File: config.mk
export PLATFORM = sky130hd
export DESIGN_NAME = muon_id_quality_selector
export DESIGN_NICKNAME = d
export VERILOG_FILES = /design/src/rtl/muqs_pkg.sv /design/src/rtl/muqs_cfg_regs.sv /design/src/rtl/muqs_cut_eval.sv /design/src/rtl/muon_id_quality_selector.sv
export SDC_FILE = /design/constraint.sdc
export NUM_CORES = 2
export LEC_CHECK = 0
export ABC_AREA = 1
export BUFFER_PORTS_ARGS = -buffer_cell sky130_fd_sc_hd__clkbuf_2
export CAP_MARGIN = 20
export CORE_MARGIN = 5
export CORE_UTILIZATION = 45
export CTS_CLUSTER_DIAMETER = 120
export DETAILED_ROUTE_END_ITERATION = 10
export PLACE_DENSITY_LB_ADDON = 0.05
export SLEW_MARGIN = 20
export SYNTH_ARGS = -nofsm -noshare
export SYNTH_HDL_FRONTEND = slang
export SYNTH_SLANG_ARGS = --single-unit
File: constraint.sdc
create_clock -name i_clk -period 17.7 [get_ports i_clk]
set_input_delay 3.54 -clock i_clk [delete_from_list [all_inputs] [get_ports i_clk]]
set_output_delay 3.54 -clock i_clk [all_outputs]
set_load 0.05 [all_outputs]
File: src/rtl/muqs_pkg.sv
// Package for the muon identification quality selector.
// Holds candidate, configuration and result types, register indexes,
// reset values and the small shift-add helpers used by the cut evaluation.
package muqs_pkg;

    // Field widths of one candidate.
    localparam int FLAGS_W = 10;
    localparam int HITS_W  = 24;
    localparam int CHI2_W  = 16;
    localparam int PT_W    = 22;
    localparam int HIT8_W  = 8;
    localparam int NMU_W   = 10;

    // Stream widths: tdata carries every field but the flags, padded to bytes.
    localparam int IN_DATA_BITS = HITS_W + 2 * CHI2_W + 7 * PT_W;
    localparam int IN_TDATA_W   = ((IN_DATA_BITS + 7) / 8) * 8;
    localparam int RES_W        = 7;
    localparam int OUT_TDATA_W  = ((RES_W + 7) / 8) * 8;

    // Configuration port.
    localparam int CFG_IDX_W  = 3;
    localparam int CFG_DATA_W = PT_W;

    localparam logic [CFG_IDX_W-1:0] CFG_MIN_HIT_COUNT     = 3'd0;
    localparam logic [CFG_IDX_W-1:0] CFG_SA_CHI2_MAX       = 3'd1;
    localparam logic [CFG_IDX_W-1:0] CFG_GLB_CHI2_MAX_LOOSE = 3'd2;
    localparam logic [CFG_IDX_W-1:0] CFG_GLB_CHI2_RESCUE   = 3'd3;
    localparam logic [CFG_IDX_W-1:0] CFG_TRK_PT_MAX_LOOSE  = 3'd4;

    // Fixed hit thresholds of the global-tight branch.
    localparam logic [HIT8_W-1:0] DT_HITS_MIN  = 8'd22;
    localparam logic [HIT8_W-1:0] CSC_HITS_MIN = 8'd15;

    // Type flag bit positions.
    localparam int FL_PRESENT  = 0;
    localparam int FL_GLOBAL   = 1;
    localparam int FL_TRACKER  = 2;
    localparam int FL_STANDALN = 3;
    localparam int FL_ISO_VAL  = 4;
    localparam int FL_PROMPT   = 5;
    localparam int FL_COMPAT2D = 6;
    localparam int FL_ARBITR   = 7;
    localparam int FL_ONE_ST   = 8;
    localparam int FL_LAST_ANG = 9;

    // One candidate; the lowest fields sit in the lowest bits.
    typedef struct packed {
        logic [FLAGS_W-1:0] type_flags;
        logic [PT_W-1:0]    isolation_sum;
        logic [PT_W-1:0]    tracker_pt_error;
        logic [PT_W-1:0]    tracker_pt;
        logic [PT_W-1:0]    global_pt_error;
        logic [PT_W-1:0]    global_pt;
        logic [PT_W-1:0]    standalone_pt_error;
        logic [PT_W-1:0]    standalone_pt;
        logic [CHI2_W-1:0]  global_chi2;
        logic [CHI2_W-1:0]  standalone_chi2;
        logic [HITS_W-1:0]  hit_counts;
    } t_cand;

    // Configuration register set.
    typedef struct packed {
        logic [HIT8_W-1:0] min_hit_count;
        logic [CHI2_W-1:0] standalone_chi2_max;
        logic [CHI2_W-1:0] global_chi2_max_loose;
        logic [CHI2_W-1:0] global_chi2_rescue;
        logic [PT_W-1:0]   tracker_pt_max_loose;
    } t_cfg;

    localparam t_cfg CFG_RESET = '{
        min_hit_count:         8'd12,
        standalone_chi2_max:   16'd2560,
        global_chi2_max_loose: 16'd25600,
        global_chi2_rescue:    16'd1280,
        tracker_pt_max_loose:  22'd1280
    };

    // Result bits, tight_pass in bit 0.
    typedef struct packed {
        logic tracker_loose_pass;
        logic global_loose_pass;
        logic isolated_pass;
        logic tracker_tight_pass;
        logic global_tight_pass;
        logic loose_pass;
        logic tight_pass;
    } t_result;

    // Times five by shift and add.
    function automatic logic [PT_W+2:0] mul5(input logic [PT_W-1:0] x);
        mul5 = {x, 2'b00} + {3'b000, x};
    endfunction

    // Times ten by shift and add.
    function automatic logic [PT_W+3:0] mul10(input logic [PT_W-1:0] x);
        mul10 = {mul5(x), 1'b0};
    endfunction

endpackage

File: src/rtl/muqs_cfg_regs.sv
// Configuration register file of the muon quality selector.
// Depends on muqs_pkg for the register set type, indexes and reset values.
module muqs_cfg_regs (
    input  logic                              i_clk,
    input  logic                              i_rst_n,
    input  logic                              i_cfg_valid,
    output logic                              o_cfg_ready,
    input  logic [muqs_pkg::CFG_IDX_W-1:0]    i_cfg_index,
    input  logic [muqs_pkg::CFG_DATA_W-1:0]   i_cfg_data,
    output muqs_pkg::t_cfg                    o_cfg
);

    muqs_pkg::t_cfg r_cfg;

    // A write is taken whenever it is offered, so the port is always ready.
    assign o_cfg_ready = 1'b1;
    assign o_cfg       = r_cfg;

    // Register decode; an index beyond the list is dropped.
    always_ff @(posedge i_clk) begin
        if (!i_rst_n) begin
            r_cfg <= muqs_pkg::CFG_RESET;
        end else if (i_cfg_valid) begin
            unique case (i_cfg_index)
                muqs_pkg::CFG_MIN_HIT_COUNT: begin
                    r_cfg.min_hit_count <= i_cfg_data[muqs_pkg::HIT8_W-1:0];
                end
                muqs_pkg::CFG_SA_CHI2_MAX: begin
                    r_cfg.standalone_chi2_max <= i_cfg_data[muqs_pkg::CHI2_W-1:0];
                end
                muqs_pkg::CFG_GLB_CHI2_MAX_LOOSE: begin
                    r_cfg.global_chi2_max_loose <= i_cfg_data[muqs_pkg::CHI2_W-1:0];
                end
                muqs_pkg::CFG_GLB_CHI2_RESCUE: begin
                    r_cfg.global_chi2_rescue <= i_cfg_data[muqs_pkg::CHI2_W-1:0];
                end
                muqs_pkg::CFG_TRK_PT_MAX_LOOSE: begin
                    r_cfg.tracker_pt_max_loose <= i_cfg_data[muqs_pkg::PT_W-1:0];
                end
                default: begin
                end
            endcase
        end
    end

endmodule

File: src/rtl/muqs_cut_eval.sv
// Cut evaluation for one registered muon candidate.
// Depends on muqs_pkg for the candidate, configuration and result types.
module muqs_cut_eval (
    input  muqs_pkg::t_cand   i_cand,
    input  muqs_pkg::t_cfg    i_cfg,
    output muqs_pkg::t_result o_res
);

    logic [muqs_pkg::FLAGS_W-1:0] w_fl;
    logic [muqs_pkg::HIT8_W-1:0]  w_dt;
    logic [muqs_pkg::HIT8_W-1:0]  w_csc;
    logic [muqs_pkg::HIT8_W-1:0]  w_ntrk;
    logic [muqs_pkg::NMU_W-1:0]   w_nmu;
    logic                         w_mu_hits_ok;
    logic                         w_trk_hits_ok;
    logic [muqs_pkg::PT_W-1:0]    w_spt;
    logic [muqs_pkg::PT_W-1:0]    w_serr;
    logic [muqs_pkg::PT_W-1:0]    w_gpt;
    logic [muqs_pkg::PT_W-1:0]    w_gerr;
    logic [muqs_pkg::PT_W-1:0]    w_tpt;
    logic [muqs_pkg::PT_W-1:0]    w_terr;
    logic [muqs_pkg::CHI2_W-1:0]  w_schi;
    logic [muqs_pkg::CHI2_W-1:0]  w_gchi;
    logic                         w_sa_fail5;
    logic                         w_trk_fail10;
    logic                         w_trk_fail5;
    logic [2*muqs_pkg::PT_W-1:0]  w_prod_g;
    logic [2*muqs_pkg::PT_W-1:0]  w_prod_s;
    logic                         w_better;
    logic                         w_sa_bad;
    logic                         w_gt_bad;
    logic                         w_gl_bad;
    logic [muqs_pkg::PT_W-1:0]    w_min_gs;
    logic [muqs_pkg::PT_W-1:0]    w_smallest;
    logic                         w_iso_ok;
    logic                         w_gt;
    logic                         w_gl;
    logic                         w_tt;
    logic                         w_tl;
    logic                         w_iso;

    // Field extraction.
    assign w_fl   = i_cand.type_flags;
    assign w_dt   = i_cand.hit_counts[7:0];
    assign w_csc  = i_cand.hit_counts[15:8];
    assign w_ntrk = i_cand.hit_counts[23:16];
    assign w_spt  = i_cand.standalone_pt;
    assign w_serr = i_cand.standalone_pt_error;
    assign w_gpt  = i_cand.global_pt;
    assign w_gerr = i_cand.global_pt_error;
    assign w_tpt  = i_cand.tracker_pt;
    assign w_terr = i_cand.tracker_pt_error;
    assign w_schi = i_cand.standalone_chi2;
    assign w_gchi = i_cand.global_chi2;

    // Muon hits count CSC hits twice.
    assign w_nmu = {2'b00, w_dt} + {1'b0, w_csc, 1'b0};
    assign w_mu_hits_ok  = w_nmu > {2'b00, i_cfg.min_hit_count};
    assign w_trk_hits_ok = w_ntrk > i_cfg.min_hit_count;

    // Ratio cuts err/pt > 1/k as k*err > pt; a zero pt fails the cut.
    assign w_sa_fail5   = (w_spt == '0) || (muqs_pkg::mul5(w_serr) > {3'b000, w_spt});
    assign w_trk_fail10 = (w_tpt == '0) || (muqs_pkg::mul10(w_terr) > {4'b0000, w_tpt});
    assign w_trk_fail5  = (w_tpt == '0) || (muqs_pkg::mul5(w_terr) > {3'b000, w_tpt});

    // Global resolution better than both 0.2 and the stand-alone resolution.
    assign w_prod_g = {{muqs_pkg::PT_W{1'b0}}, w_gerr} * {{muqs_pkg::PT_W{1'b0}}, w_spt};
    assign w_prod_s = {{muqs_pkg::PT_W{1'b0}}, w_serr} * {{muqs_pkg::PT_W{1'b0}}, w_gpt};
    assign w_better = (w_gpt != '0) && (w_spt != '0)
                   && (muqs_pkg::mul5(w_gerr) < {3'b000, w_gpt})
                   && (w_prod_g < w_prod_s);

    // Stand-alone quality vetoes of the global branch without a tracker track.
    assign w_sa_bad = (w_schi > i_cfg.standalone_chi2_max) || w_sa_fail5;
    assign w_gt_bad = ((w_dt < muqs_pkg::DT_HITS_MIN) && (w_csc < muqs_pkg::CSC_HITS_MIN))
                   || w_sa_bad;
    assign w_gl_bad = !w_mu_hits_ok || w_sa_bad;

    // Smallest pt for the isolation cut; tracker pt counts only with a track.
    assign w_min_gs   = (w_spt < w_gpt) ? w_spt : w_gpt;
    assign w_smallest = (w_fl[muqs_pkg::FL_TRACKER] && (w_tpt < w_min_gs)) ? w_tpt : w_min_gs;
    assign w_iso_ok   = w_fl[muqs_pkg::FL_ISO_VAL] && w_fl[muqs_pkg::FL_GLOBAL]
                     && (w_fl[muqs_pkg::FL_TRACKER] || (w_dt != '0) || (w_csc != '0));

    // Global tight and global loose.
    always_comb begin
        w_gt = 1'b0;
        w_gl = 1'b0;
        if (w_fl[muqs_pkg::FL_GLOBAL] && w_fl[muqs_pkg::FL_STANDALN]) begin
            if (w_fl[muqs_pkg::FL_TRACKER]) begin
                w_gt = w_fl[muqs_pkg::FL_PROMPT]
                    && (w_fl[muqs_pkg::FL_COMPAT2D] || (w_mu_hits_ok && w_trk_hits_ok));
                w_gl = ((w_fl[muqs_pkg::FL_ONE_ST] && w_mu_hits_ok)
                     || (w_fl[muqs_pkg::FL_LAST_ANG] && w_trk_hits_ok))
                    && (w_gchi < i_cfg.global_chi2_max_loose);
            end else if (w_gchi > w_schi) begin
                w_gt = !w_gt_bad && (w_spt > w_tpt);
                w_gl = !w_gl_bad && ((w_spt > w_tpt) || (w_gchi < i_cfg.global_chi2_rescue));
            end else begin
                w_gt = !w_gt_bad && w_better;
                w_gl = !w_gl_bad && w_better;
            end
        end
    end

    // Tracker tight, tracker loose and isolation.
    assign w_tt  = w_fl[muqs_pkg::FL_TRACKER] && w_trk_hits_ok && w_fl[muqs_pkg::FL_ARBITR]
                && w_fl[muqs_pkg::FL_COMPAT2D] && !w_trk_fail10;
    assign w_tl  = w_fl[muqs_pkg::FL_TRACKER] && !w_trk_fail5
                && (w_tpt <= i_cfg.tracker_pt_max_loose)
                && w_fl[muqs_pkg::FL_ARBITR] && w_fl[muqs_pkg::FL_LAST_ANG];
    assign w_iso = w_iso_ok && (w_smallest != '0)
                && (muqs_pkg::mul10(i_cand.isolation_sum) < {4'b0000, w_smallest});

    // A candidate that is not present fails everything.
    always_comb begin
        o_res = '0;
        if (w_fl[muqs_pkg::FL_PRESENT]) begin
            o_res.global_tight_pass  = w_gt;
            o_res.tracker_tight_pass = w_tt;
            o_res.isolated_pass      = w_iso;
            o_res.global_loose_pass  = w_gl;
            o_res.tracker_loose_pass = w_tl;
            o_res.tight_pass         = w_gt || w_tt || w_iso;
            o_res.loose_pass         = w_gl || w_tl;
        end
    end

endmodule

File: src/rtl/muon_id_quality_selector.sv
// Top level of the muon identification quality selector.
// Depends on muqs_pkg, muqs_cfg_regs and muqs_cut_eval.
//
// Usage:
// One muon candidate enters per beat on the slave stream: type flags in
// tuser, all other fields packed in tdata. One result beat of seven
// pass/fail bits leaves on the master stream for every candidate, in order.
// The user must write the cut registers through the configuration channel only while
// no candidate is in flight; the block does not enforce this. A write completes in
// the cycle it is offered. An accepted candidate sits in the candidate register,
// is evaluated, and moves into the result register once that register is empty
// or its beat is taken; the result register then offers that beat.
// Throughput is one candidate per cycle while the receiver takes every beat.
// When the receiver stalls, the result register holds its beat and the
// candidate register fills; the input side then stops taking beats until
// the output drains. Reset empties both stages and restores the cut
// registers to their defaults.
module muon_id_quality_selector (
    input  logic                                 i_clk,
    input  logic                                 i_rst_n,
    input  logic                                 i_s_axis_tvalid,
    output logic                                 o_s_axis_tready,
    // tdata from bit 0: hit_counts, standalone_chi2, global_chi2, standalone_pt,
    // standalone_pt_error, global_pt, global_pt_error, tracker_pt,
    // tracker_pt_error, isolation_sum, zero pad
    input  logic [muqs_pkg::IN_TDATA_W-1:0]      i_s_axis_tdata,
    // tuser: type_flags
    input  logic [muqs_pkg::FLAGS_W-1:0]         i_s_axis_tuser,
    output logic                                 o_m_axis_tvalid,
    input  logic                                 i_m_axis_tready,
    // tdata from bit 0: tight_pass, loose_pass, global_tight_pass,
    // tracker_tight_pass, isolated_pass, global_loose_pass, tracker_loose_pass, zero pad
    output logic [muqs_pkg::OUT_TDATA_W-1:0]     o_m_axis_tdata,
    input  logic                                 i_cfg_valid,
    output logic                                 o_cfg_ready,
    input  logic [muqs_pkg::CFG_IDX_W-1:0]       i_cfg_index,
    input  logic [muqs_pkg::CFG_DATA_W-1:0]      i_cfg_data
);

    muqs_pkg::t_cfg    w_cfg;
    muqs_pkg::t_cand   w_in_cand;
    muqs_pkg::t_result w_res;
    logic              w_in_acc;
    logic              w_s1_adv;

    logic              r_s1_vld;
    logic              n_s1_vld;
    muqs_pkg::t_cand   r_s1_cand;
    logic              r_out_vld;
    logic              n_out_vld;
    muqs_pkg::t_result r_out_res;

    // Cut register file.
    muqs_cfg_regs u_cfg (
        .i_clk       (i_clk),
        .i_rst_n     (i_rst_n),
        .i_cfg_valid (i_cfg_valid),
        .o_cfg_ready (o_cfg_ready),
        .i_cfg_index (i_cfg_index),
        .i_cfg_data  (i_cfg_data),
        .o_cfg       (w_cfg)
    );

    // Unpack the input beat into one candidate.
    assign w_in_cand = {i_s_axis_tuser, i_s_axis_tdata[muqs_pkg::IN_DATA_BITS-1:0]};

    // Pipeline flow: the result register frees up when empty or taken.
    assign w_s1_adv        = !r_out_vld || i_m_axis_tready;
    assign o_s_axis_tready = !r_s1_vld || w_s1_adv;
    assign w_in_acc        = i_s_axis_tvalid && o_s_axis_tready;

    always_comb begin
        n_s1_vld  = r_s1_vld;
        n_out_vld = r_out_vld;
        if (w_s1_adv) begin
            n_out_vld = r_s1_vld;
        end
        if (o_s_axis_tready) begin
            n_s1_vld = i_s_axis_tvalid;
        end
    end

    // Valid flags of both stages.
    always_ff @(posedge i_clk) begin
        if (!i_rst_n) begin
            r_s1_vld  <= 1'b0;
            r_out_vld <= 1'b0;
        end else begin
            r_s1_vld  <= n_s1_vld;
            r_out_vld <= n_out_vld;
        end
    end

    // Candidate register.
    always_ff @(posedge i_clk) begin
        if (w_in_acc) begin
            r_s1_cand <= w_in_cand;
        end
    end

    // Cut evaluation between the two registers.
    muqs_cut_eval u_eval (
        .i_cand (r_s1_cand),
        .i_cfg  (w_cfg),
        .o_res  (w_res)
    );

    // Result register.
    always_ff @(posedge i_clk) begin
        if (w_s1_adv && r_s1_vld) begin
            r_out_res <= w_res;
        end
    end

    assign o_m_axis_tvalid = r_out_vld;
    assign o_m_axis_tdata  = {{(muqs_pkg::OUT_TDATA_W - muqs_pkg::RES_W){1'b0}}, r_out_res};

endmodule

==> tab_implementation.tex <==
\begin{tabular}{lr}
\hline
Metric & Value \\
\hline
\multicolumn{2}{l}{\textbf{STA}} \\
\quad Unrepaired setup endpoints after global routing & false \\
\quad Min Clock Period, post-route & 9.21 ns \\
\quad Share of the clock period used by the worst path & 52.0\% \\
\quad Normalized max-slew margin & 38.0\% \\
\quad Fin Clk Skew & 0.0530 ns \\
\quad Final max-slew violation count & 0 \\
\quad Post-Route Hold Slack & 0.450 ns \\
\quad Final Hold Fails & 0 \\
\quad Setup tns final & 0 ns \\
\quad Setup violators final & 0 \\
\quad Actual slew at the worst max-slew pin & 0.923 ns \\
\quad Maximum achievable frequency & 109 MHz \\
\multicolumn{2}{l}{\textbf{Drt}} \\
\quad Number of DRC markers in iteration 0 & 2478 \\
\quad Met3 wire length & 8.59 mm \\
\quad DRC Markers & 0 \\
\quad Post-Route WL & 151 mm \\
\quad Routed wirelength normalized by instance count & 18.3 µm \\
\quad Number of vias after detailed routing & 41900 \\
\quad Met1 wire length & 66.4 mm \\
\quad Met2 wire length & 73.2 mm \\
\quad Drt via density & 5.08 \\
\quad Length of the first detailed-routing pass in iterations & 6 \\
\quad Highest Signal Layer & met5 \\
\quad Number of nets with antenna violations after detailed routing & 0 \\
\multicolumn{2}{l}{\textbf{Finish}} \\
\quad Layout fillers & 11700 \\
\quad Share of post-route cells with drive strength above 1 & 6.58\% \\
\quad Synth-to-Final Area Change & 7.94\% \\
\quad Final Net Count & 8461 \\
\multicolumn{2}{l}{\textbf{Global route}} \\
\quad First-pass GRT wire length & 244 mm \\
\quad Residual overflow from global routing & 0 \\
\quad GRT Resource Usage Total & 24.5\% \\
\quad Number of global-route vias before repair & 43700 \\
\quad Number of antenna violations at the first check in global routing & 7 \\
\quad Maximum number of pins on one net before global-route repair & 102 \\
\multicolumn{2}{l}{\textbf{Critical path}} \\
\quad Reg-to-reg endpoint & o\_m\_axis\_tdata[0] \\
\quad Arrival time at the worst endpoint & 9.70 ns \\
\quad Required arrival time at the worst endpoint & 18.19 ns \\
\quad CP Launch Type & register \\
\quad Crit-path most repeated cell & sky130\_fd\_sc\_hd\_\_nand2\_1 \\
\quad Worst Path Class, Setup & register to register \\
\quad Crit. Startpoint & r\_s1\_cand[64] \\
\quad Cell at the slowest stage of the critical path & sky130\_fd\_sc\_hd\_\_fa\_1 \\
\quad Internal reg-to-reg setup slack & 8.49 ns \\
\quad R2r worst-path depth & 37 \\
\quad Worst flop-to-flop path startpoint & r\_s1\_cand[64] \\
\quad Crit-path max FO & 27 \\
\quad Crit path to & o\_m\_axis\_tdata[0] \\
\quad Largest stage delay on the critical path & 0.56 ns \\
\quad Type of destination of the critical path & register \\
\multicolumn{2}{l}{\textbf{Yosys}} \\
\quad Cell type contributing the most total cell area after synthesis & sky130\_fd\_sc\_hd\_\_fa\_1 \\
\quad Mapped Nets & 8293 \\
\quad Distinct cell type count of the synthesized netlist & 57 \\
\quad Post-synth top area share & 29.8\% \\
\quad Proportion of synthesized chip area in sequential cells & 15.7\% \\
\quad Fraction of registers with async set/reset & 0\% \\
\quad Top cells by area, synth & sky130\_fd\_sc\_hd\_\_fa\_1 30\%, sky130\_fd\_sc\_hd\_\_ha\_1 17\%, sky130\_fd\_sc\_hd\_\_edfxtp\_1 13\% \\
\quad Synthesized instance count & 6519 \\
\quad Number of enable flip-flop cells after synthesis & 227 \\
\quad Syn Area/Cell & 8.24 µm² \\
\quad Number of synthesized register bits & 307 \\
\quad Main flop type after synthesis & sky130\_fd\_sc\_hd\_\_edfxtp\_1 \\
\quad Number of warnings printed during yosys synthesis & 0 \\
\quad Cell area after synthesis & 0.0537 mm² \\
\multicolumn{2}{l}{\textbf{Clocking}} \\
\quad Clock buffers created by TritonCTS & 37 \\
\quad Number of buffers added for setup after CTS & 0 \\
\quad Number of sinks driven by the clock tree & 307 \\
\quad Level count of the clock H-tree & 2 \\
\quad CTS resizes & 0 \\
\quad CTS tree & yes \\
\quad Later-pin clock latency in the skew report & 0.63 ns \\
\quad Cell at the root of the clock tree & sky130\_fd\_sc\_hd\_\_clkbuf\_16 \\
\quad Hold-fix buffer count after cts & 0 \\
\quad Clock transition time at the flip-flop clock pins of the worst setup and hold paths & 0.06 ns \\
\quad Longest Clk Path Bufs & 3 \\
\multicolumn{2}{l}{\textbf{Min path}} \\
\quad Worst hold path class & register to register \\
\multicolumn{2}{l}{\textbf{Outcome}} \\
\quad Result of the run & finished, final reports clean \\
\multicolumn{2}{l}{\textbf{Floorplan}} \\
\quad Cell row count & 126 \\
\quad I/O pin count & 267 \\
\quad Initial Util & 45.4\% \\
\quad Die height & 355 µm \\
\quad Floorplan core area & 0.118 mm² \\
\quad Die outline area & 0.126 mm² \\
\quad Chip width & 355 µm \\
\multicolumn{2}{l}{\textbf{Placed design}} \\
\quad Number of port buffers & 258 \\
\quad Placed wire-length estimate & 117 mm \\
\quad Final GP Congestion & 0.869 \\
\multicolumn{2}{l}{\textbf{Flow run}} \\
\quad Count of maximum capacitance violations & 0 \\
\hline
\end{tabular}
-- logic make-up after synthesis --
group | synth area share (%)
other | 0.0140
and+or+nand+nor | 14.1
buffers and inverters | 13.2
adders and majority gates | 46.5
xor gates and xnor gates | 2.58
AOI/OAI and AO/OA | 7.91
DFF | 15.7
-- cell usage in the layout, fill, tap and decap left out, types with 7 or more instances in the layout --
cell type	count
sky130_fd_sc_hd__o21ai_1	18
sky130_fd_sc_hd__a21boi_2	7
sky130_fd_sc_hd__nor3_1	34
sky130_fd_sc_hd__clkbuf_16	37
sky130_fd_sc_hd__buf_4	93
sky130_fd_sc_hd__nor4_1	23
sky130_fd_sc_hd__edfxtp_1	227
sky130_fd_sc_hd__o211ai_1	17
sky130_fd_sc_hd__nand4_1	50
sky130_fd_sc_hd__a21boi_0	8
sky130_fd_sc_hd__a31oi_1	21
sky130_fd_sc_hd__o21bai_1	8
sky130_fd_sc_hd__nand3_1	93
sky130_fd_sc_hd__inv_1	1651
sky130_fd_sc_hd__ha_1	719
sky130_fd_sc_hd__o221ai_1	7
sky130_fd_sc_hd__fa_1	799
sky130_fd_sc_hd__xnor2_1	68
sky130_fd_sc_hd__nor2_1	183
sky130_fd_sc_hd__xor2_1	90
sky130_fd_sc_hd__nand3b_1	9
sky130_fd_sc_hd__o21ai_2	9
sky130_fd_sc_hd__nand2_1	1482
sky130_fd_sc_hd__o21ai_0	213
sky130_fd_sc_hd__dfxtp_1	80
sky130_fd_sc_hd__o21a_1	13
sky130_fd_sc_hd__a21oi_1	390
sky130_fd_sc_hd__a21boi_1	7
sky130_fd_sc_hd__clkbuf_2	258
sky130_fd_sc_hd__a211oi_1	16
-- synth_stat cells, types with 7 or more instances --
| master | count |
|---|---|
| sky130_fd_sc_hd__o21a_1 | 13 |
| sky130_fd_sc_hd__inv_1 | 1652 |
| sky130_fd_sc_hd__a31oi_1 | 21 |
| sky130_fd_sc_hd__xnor2_1 | 68 |
| sky130_fd_sc_hd__nand2_1 | 1482 |
| sky130_fd_sc_hd__o211ai_1 | 17 |
| sky130_fd_sc_hd__ha_1 | 719 |
| sky130_fd_sc_hd__nand3b_1 | 9 |
| sky130_fd_sc_hd__nand3_1 | 93 |
| sky130_fd_sc_hd__edfxtp_1 | 227 |
| sky130_fd_sc_hd__a21oi_1 | 390 |
| sky130_fd_sc_hd__nand4_1 | 50 |
| sky130_fd_sc_hd__a21boi_2 | 7 |
| sky130_fd_sc_hd__o221ai_1 | 7 |
| sky130_fd_sc_hd__a21boi_1 | 7 |
| sky130_fd_sc_hd__o21ai_2 | 9 |
| sky130_fd_sc_hd__nor4_1 | 23 |
| sky130_fd_sc_hd__dfxtp_1 | 80 |
| sky130_fd_sc_hd__clkbuf_1 | 207 |
| sky130_fd_sc_hd__fa_1 | 799 |
| sky130_fd_sc_hd__xor2_1 | 90 |
| sky130_fd_sc_hd__nor2_1 | 183 |
| sky130_fd_sc_hd__o21bai_1 | 8 |
| sky130_fd_sc_hd__o21ai_0 | 213 |
| sky130_fd_sc_hd__a21boi_0 | 8 |
| sky130_fd_sc_hd__o21ai_1 | 18 |
| sky130_fd_sc_hd__a211oi_1 | 16 |
| sky130_fd_sc_hd__buf_1 | 9 |
| sky130_fd_sc_hd__nor3_1 | 34 |
-- flip-flops by register name, summed over array words and instances (netlist names) --
name	cells
u_cfg.o_cfg	78
r_s1_cand	220
r_s1_vld	1
o_m_axis_tdata	7
o_m_axis_tvalid	1
-- worst min-delay path by stage --
stage                                from         endpoint  slack, ns  cells after the start
after global routing      u_cfg.o_cfg[22]  u_cfg.o_cfg[22]       0.46                      2
after floorplan           u_cfg.o_cfg[22]  u_cfg.o_cfg[22]       0.42                      2
after global placement    u_cfg.o_cfg[22]  u_cfg.o_cfg[22]       0.44                      2
after detailed placement  u_cfg.o_cfg[22]  u_cfg.o_cfg[22]       0.44                      2
after CTS                 u_cfg.o_cfg[22]  u_cfg.o_cfg[22]       0.45                      2
final                     u_cfg.o_cfg[22]  u_cfg.o_cfg[22]       0.45                      2
-- layout make-up --
class	instances	area [µm²]	share of cell area (%)
Antenna cell	3	7.51	0.0130
Tap cell	1536	1920	3.32
Sequential cell	307	8420	14.5
Multi-Input combinational cell	4336	38200	65.9
Inverter	1654	6220	10.7
Clock inverter	19	176	0.304
Timing Repair Buffer	351	1990	3.43
Clock buffer	47	1020	1.77
-- per-stage QoR --
| step | cell area, µm² | util [%] | setup slack (ns) | instances |
|---|---|---|---|---|
| 5_1_grt | 58000 | 49.0 | 7.77 | 8250 |
| 3_3_place_gp | 56800 | 48.0 | 8.52 | 8184 |
| 4_1_cts | 58000 | 49.0 | 8.52 | 8250 |
| 3_5_place_dp | 56800 | 48.0 | 8.56 | 8184 |
| 2_1_floorplan | 53700 | - | 8.75 | 6519 |
| 6_report | 58000 | 49.0 | 8.49 | 8253 |
-- layer usage --
metal / vias to the layer above / global-route usage, %
li1: 20200 / -
met3: 158 / 3.65
met4: 8 / 5.07
met2: 949 / 42.4
met5: - / 0
met1: 20500 / 32.7
-- critical path, delay by kind of cell (launching register included) --
| kind | cells | cell delay, ns |
|---|---|---|
| AOI/OAI and AO/OA | 5 | 0.95 |
| xor gates and xnor gates | 1 | 0.32 |
| and+or+nand+nor | 18 | 2.68 |
| DFF | 1 | 0.32 |
| buffers and inverters | 4 | 0.61 |
| adders and majority gates | 9 | 4.17 |
Power is left out: the tool's default activity adds up to more than one toggle a clock period on the data nets, which glitch-free logic cannot reach.
